`src/design/wspe_pkg.sv`:
```
package wspe_pkg;

	localparam logic [1:0] MODE_ADD      = 2'd0;
	localparam logic [1:0] MODE_QUERY    = 2'd1;
	localparam logic [1:0] MODE_CLEAR    = 2'd2;
	localparam logic [1:0] MODE_RESERVED = 2'd3;

	localparam int MAX_RESULTS = 16;
	localparam logic [19:0] COST_SAT = 20'hFFFFF;

	typedef struct packed {
		logic [1:0]  mode;
		logic [3:0]  src_vertex;
		logic [3:0]  dst_vertex;
		logic [15:0] edge_weight;
		logic        both_ways;
	} in_item_t;

	typedef struct packed {
		logic [3:0]  path_vertex;
		logic [19:0] total_cost;
		logic [4:0]  path_length;
		logic        unreachable;
		logic        last_of_path;
	} out_item_t;

	typedef enum logic [1:0] {
		CMD_EDGE  = 2'd0,
		CMD_QUERY = 2'd1,
		CMD_CLEAR = 2'd2
	} cmd_kind_t;

	typedef struct packed {
		cmd_kind_t   kind;
		logic        bad;
		logic [3:0]  src;
		logic [3:0]  dst;
		logic [15:0] weight;
		logic        both;
	} cmd_t;

endpackage

```
`src/design/wspe_front.sv`:
```
module wspe_front import wspe_pkg::*; #(
	parameter int NUM_VERTICES = 16
) (
	input  logic     clk,
	input  logic     arst_n,
	input  logic     start,
	output logic     busy,
	input  in_item_t item,
	output logic     q_valid,
	output cmd_t     q_cmd,
	input  logic     q_pop
);

	localparam logic [6:0] NV7 = 7'(NUM_VERTICES);

	cmd_t       ent_q [2];
	logic [1:0] cnt_q;
	logic       rd_q;
	logic       src_ok, dst_ok, keep, push;
	cmd_t       cmd;

	assign src_ok = ({3'b000, item.src_vertex} < NV7);
	assign dst_ok = ({3'b000, item.dst_vertex} < NV7);

	// classify: out-of-range edges and the unused mode are dropped here
	always_comb begin
		cmd.src    = item.src_vertex;
		cmd.dst    = item.dst_vertex;
		cmd.weight = item.edge_weight;
		cmd.both   = item.both_ways;
		cmd.bad    = !(src_ok && dst_ok);
		cmd.kind   = CMD_EDGE;
		keep       = 1'b0;
		unique case (item.mode)
			MODE_ADD: begin
				cmd.kind = CMD_EDGE;
				keep     = src_ok && dst_ok;
			end
			MODE_QUERY: begin
				cmd.kind = CMD_QUERY;
				keep     = 1'b1;
			end
			MODE_CLEAR: begin
				cmd.kind = CMD_CLEAR;
				keep     = 1'b1;
			end
			default: begin
				keep = 1'b0;
			end
		endcase
	end

	assign busy    = (cnt_q == 2'd2);
	assign push    = start && !busy && keep;
	assign q_valid = (cnt_q != 2'd0);
	assign q_cmd   = ent_q[rd_q];

	always_ff @(posedge clk or negedge arst_n) begin
		if (!arst_n) begin
			cnt_q <= 2'd0;
			rd_q  <= 1'b0;
		end else begin
			cnt_q <= cnt_q + 2'(push) - 2'(q_pop);
			if (q_pop) begin
				rd_q <= !rd_q;
			end
		end
	end

	// write slot is the read pointer plus the fill count
	always_ff @(posedge clk) begin
		if (push) begin
			ent_q[rd_q ^ cnt_q[0]] <= cmd;
		end
	end

endmodule

```
`config.mk`:
```
export PLATFORM = sky130hd
export DESIGN_NAME = wspe_front
export DESIGN_NICKNAME = d
export VERILOG_FILES = /design/src/design/wspe_pkg.sv /design/src/design/wspe_front.sv
export SDC_FILE = /design/constraint.sdc
export NUM_CORES = 1
export LEC_CHECK = 0
export BUFFER_PORTS_ARGS = -buffer_cell sky130_fd_sc_hd__buf_4
export CORE_UTILIZATION = 49
export CTS_CLUSTER_DIAMETER = 200
export DETAILED_ROUTE_END_ITERATION = 16
export PLACE_DENSITY = 0.78
export RECOVER_POWER = 25
export SLEW_MARGIN = 20
export SYNTH_ARGS = -nofsm -noshare
export SYNTH_HDL_FRONTEND = slang
export SYNTH_SLANG_ARGS = --single-unit
export TNS_END_PERCENT = 10
```
`constraint.sdc`:
```
create_clock -name clk -period 6.79 [get_ports clk]
set_input_delay 1.358 -clock clk [delete_from_list [all_inputs] [get_ports clk]]
set_output_delay 1.358 -clock clk [all_outputs]
set_load 0.02 [all_outputs]
```
==> impl_metrics.xml <==
<?xml version="1.0" encoding="UTF-8"?>
<metrics>
  <group name="power">
    <metric name="power_per_cell_area" unit="nW/um2">419</metric>
    <metric name="leakage" unit="nW">1.06</metric>
    <metric name="ir_drop" unit="mV">0.231</metric>
    <metric name="total_power" unit="W">0.00118</metric>
  </group>
  <group name="floorplan">
    <metric name="total_die_area" unit="um2">4680</metric>
    <metric name="die-width" unit="um">68.4</metric>
    <metric name="top_ports" unit="">61</metric>
    <metric name="core_footprint" unit="um2">4120</metric>
    <metric name="placement_rows" unit="">23</metric>
    <metric name="initial_core_util" unit="%">52.6</metric>
    <metric name="die_h" unit="um">68.4</metric>
  </group>
  <group name="clock_tree">
    <metric name="insertion_delay" unit="ps">330</metric>
    <metric name="cts_buffer_depth" unit="">2</metric>
    <metric name="root_buffer" unit="">sky130_fd_sc_hd__clkbuf_8</metric>
    <metric name="cts.repair_timing.setup_buffer_count" unit="">0</metric>
    <metric name="clock-sinks" unit="">57</metric>
    <metric name="cts_resized" unit="">0</metric>
    <metric name="cts_tree" unit="">done</metric>
    <metric name="h-tree-depth" unit="">3</metric>
    <metric name="clk_transition_reported_paths" unit="ps">60</metric>
    <metric name="numCtsBuffers" unit="">9</metric>
    <metric name="cts-hold-fix-buffers" unit="">0</metric>
  </group>
  <group name="synth">
    <metric name="dominantRegCellSynth" unit="">sky130_fd_sc_hd__edfxtp_1</metric>
    <metric name="dominant_combinational_cell_family_by_area_after_synthesis" unit="">multiplexers</metric>
    <metric name="post_synth_num_cell_types" unit="">18</metric>
    <metric name="yosysTopAreaCell" unit="">sky130_fd_sc_hd__edfxtp_1</metric>
    <metric name="synth_enable_flop_cells" unit="">54</metric>
    <metric name="asr_flop_ratio_synth" unit="%">5.26</metric>
    <metric name="post_syn_instances" unit="">107</metric>
    <metric name="yosys_register_bits" unit="">57</metric>
    <metric name="synth-adder-area-share" unit="%">1.16</metric>
    <metric name="yosysTopAreaCellShare" unit="%">75.0</metric>
    <metric name="muxShareOfSynthArea" unit="%">14.1</metric>
    <metric name="ys_top_cells_by_area" unit="">sky130_fd_sc_hd__edfxtp_1 (75%), sky130_fd_sc_hd__mux2_2 (14%), sky130_fd_sc_hd__dfrtp_1 (3.5%)</metric>
    <metric name="yosysMostFrequentCell" unit="">sky130_fd_sc_hd__edfxtp_1</metric>
    <metric name="synth-xor-area-share" unit="%">1.21</metric>
    <metric name="syn_avg_cell_area" unit="um2">20.2</metric>
    <metric name="synth_fp_nets" unit="">140</metric>
    <metric name="synth-seq-area-share" unit="%">78.4</metric>
    <metric name="synthTopCellsByCount" unit="">sky130_fd_sc_hd__edfxtp_1 (54), sky130_fd_sc_hd__mux2_2 (27), sky130_fd_sc_hd__buf_4 (3), sky130_fd_sc_hd__dfrtp_1 (3), sky130_fd_sc_hd__nor2b_1 (3)</metric>
    <metric name="ys.warnings.count" unit="">0</metric>
    <metric name="synth-compound-area-share" unit="%">0.925</metric>
    <metric name="share_of_synthesized_cell_area_in_and_or_nand_and_nor_gates" unit="%">2.60</metric>
    <metric name="post_synth_instance_area" unit="um2">2160</metric>
  </group>
  <group name="routing">
    <metric name="avgRoutedWirePerCell" unit="um">15.8</metric>
    <metric name="drtPass1Iterations" unit="">4</metric>
    <metric name="detailroute.via_count" unit="">1159</metric>
    <metric name="totalWireLength" unit="um">3640</metric>
    <metric name="via_cell_ratio" unit="">5.04</metric>
    <metric name="detail_route.drc_violations" unit="">0</metric>
    <metric name="ant_nets" unit="">0</metric>
    <metric name="drt_first_iter_violations" unit="">43</metric>
  </group>
  <group name="timing">
    <metric name="finalCritPeriodShare" unit="%">45.6</metric>
    <metric name="slew-limit-headroom" unit="%">52.0</metric>
    <metric name="finalSetupViolCount" unit="">0</metric>
    <metric name="setup_tns_final" unit="ps">0</metric>
    <metric name="clock.fmax" unit="GHz">0.323</metric>
    <metric name="drv_slew" unit="">0</metric>
    <metric name="finClkSkew" unit="ps">4.25</metric>
    <metric name="layout_min_cycle_time" unit="ps">3100</metric>
    <metric name="worst_slew_pin_slew" unit="ps">720</metric>
    <metric name="rsz0062_at_grt" unit="">false</metric>
    <metric name="report.final.hold_viol_count" unit="">0</metric>
  </group>
  <group name="layout">
    <metric name="drive_above_1_share" unit="%">57.8</metric>
    <metric name="layout.nets" unit="">208</metric>
    <metric name="antenna_cells" unit="">0</metric>
    <metric name="postLayoutCoreUtil" unit="%">68.3</metric>
    <metric name="areaGrowthSynthToFinish" unit="%">29.8</metric>
  </group>
  <group name="critical_path">
    <metric name="path_max_fanout" unit="">32</metric>
    <metric name="crit_chain" unit="">mux2_2, buf_4</metric>
    <metric name="critical_path_arrival" unit="ps">1740</metric>
    <metric name="slowest_stage" unit="">sky130_fd_sc_hd__dfrtp_2</metric>
    <metric name="critPathKind" unit="">reg -&gt; out</metric>
    <metric name="regToRegSetupSlack" unit="ps">4290</metric>
    <metric name="critical_path.endpoint_type" unit="">output pin</metric>
    <metric name="crit_path_max_incr_delay" unit="ps">810</metric>
    <metric name="req_time_crit_path" unit="ps">5430</metric>
    <metric name="cp-start-kind" unit="">flip-flop</metric>
  </group>
  <group name="status">
    <metric name="outcome" unit="">complete, no violations</metric>
  </group>
  <group name="min_path">
    <metric name="worstHoldPathType" unit="">reg -&gt; reg</metric>
  </group>
  <group name="grt">
    <metric name="grt_max_degree" unit="">33</metric>
    <metric name="grt_overflow_total" unit="">0</metric>
    <metric name="grt_pass1_wl" unit="um">5580</metric>
    <metric name="grtUsageTotal" unit="%">18.2</metric>
    <metric name="antenna_violations_before_repair" unit="">0</metric>
    <metric name="vias_in_the_first_global_route" unit="">1237</metric>
  </group>
  <group name="run">
    <metric name="max_cap_violations" unit="">0</metric>
  </group>
  <group name="placement">
    <metric name="gpl.final_weighted_congestion" unit="">0.629</metric>
    <metric name="hpwl" unit="um">2500</metric>
    <metric name="number_of_buffer_cells_added_on_primary_ports" unit="">59</metric>
  </group>
</metrics>
path summary, 6_finish.rpt:
path,start,end,cells after the start
setup / recovery,rd_q$_DFFE_PN0P_,q_cmd[20],2
hold / removal,cnt_q[1]$_DFF_PN0_,cnt_q[1]$_DFF_PN0_,1
setup reg to reg,rd_q$_DFFE_PN0P_,ent_q[1][2]$_DFFE_PP_,3
hold reg to reg,cnt_q[1]$_DFF_PN0_,cnt_q[1]$_DFF_PN0_,1
max in group asynchronous,arst_n,rd_q$_DFFE_PN0P_,1
min in group asynchronous,arst_n,cnt_q[0]$_DFF_PN0_,1
layout by cell type (no fill, tap or decap):
cell type,n
sky130_fd_sc_hd__edfxtp_1,54
sky130_fd_sc_hd__buf_4,43
sky130_fd_sc_hd__mux2_2,27
sky130_fd_sc_hd__clkbuf_4,15
sky130_fd_sc_hd__clkbuf_8,9
sky130_fd_sc_hd__clkbuf_1,6
sky130_fd_sc_hd__clkinv_2,4
sky130_fd_sc_hd__nor2b_1,3
sky130_fd_sc_hd__or2_2,2
sky130_fd_sc_hd__xnor2_1,2
sky130_fd_sc_hd__a21oi_2,2
sky130_fd_sc_hd__ha_1,2
sky130_fd_sc_hd__dfrtp_1,2
sky130_fd_sc_hd__inv_1,1
sky130_fd_sc_hd__a21bo_2,1
sky130_fd_sc_hd__nand2_1,1
sky130_fd_sc_hd__or3_1,1
sky130_fd_sc_hd__or3b_1,1
sky130_fd_sc_hd__nand2b_1,1
sky130_fd_sc_hd__xor2_1,1
sky130_fd_sc_hd__conb_1,1
sky130_fd_sc_hd__dfrtp_2,1
kinds of logic (layout without fill, tap and decap cells):
group,Yosys count,count (layout)
XOR/XNOR,3,3
flip-flops,57,57
adder cells (fa/ha/maj),2,2
AND/OR/NAND/NOR,9,9
buffers and inverters,5,78
other,1,1
AO/OA/AOI/OAI,3,3
multiplexers,27,27
area by class of cell:
cell class | instances | area [um2]
repair buffers | 61 | 447
well taps | 50 | 62.6
multi-input cells | 45 | 443
flip-flops and latches | 57 | 1700
clock inverters | 4 | 20.0
fillers | 293 | 1310
clock buffers | 12 | 135
inverters | 1 | 3.75
worst max-delay path, delay by kind of cell, from the launching register on:
family	cells	cell delay (ps)
buffers and inverters	1	160
DFF	1	810
muxes	1	430
registers in the layout (all words and copies together), names as in the netlist:
| signal | cells |
|---|---|
| cnt_q | 2 |
| ent_q | 54 |
| rd_q | 1 |
per-stage QoR:
stage	setup WS [ps]	hold slack, ps	area, um2	instances
6_report	3690	538	2810	230
5_1_grt	3620	584	2810	230
4_1_cts	3670	540	2820	230
3_5_place_dp	3800	522	2670	214
3_3_place_gp	3690	504	2660	214
2_1_floorplan	3440	481	2160	107
power breakdown:
part           switching (W)  leakage, nW  internal, W
registers          0.0000558        0.531     0.000471
clock network       0.000122       0.0839     0.000130
logic               0.000201        0.445     0.000198
total               0.000379         1.06     0.000799
layer usage:
metal	vias to the layer above	GRT usage [%]	wire length (um)
li1	547	-	-
met1	551	20.2	1400
met2	53	29.5	1860
met3	8	6.33	305
met4	0	11.7	74
met5	-	0	0
No activity file was read; power rests on OpenSTA's default activity.
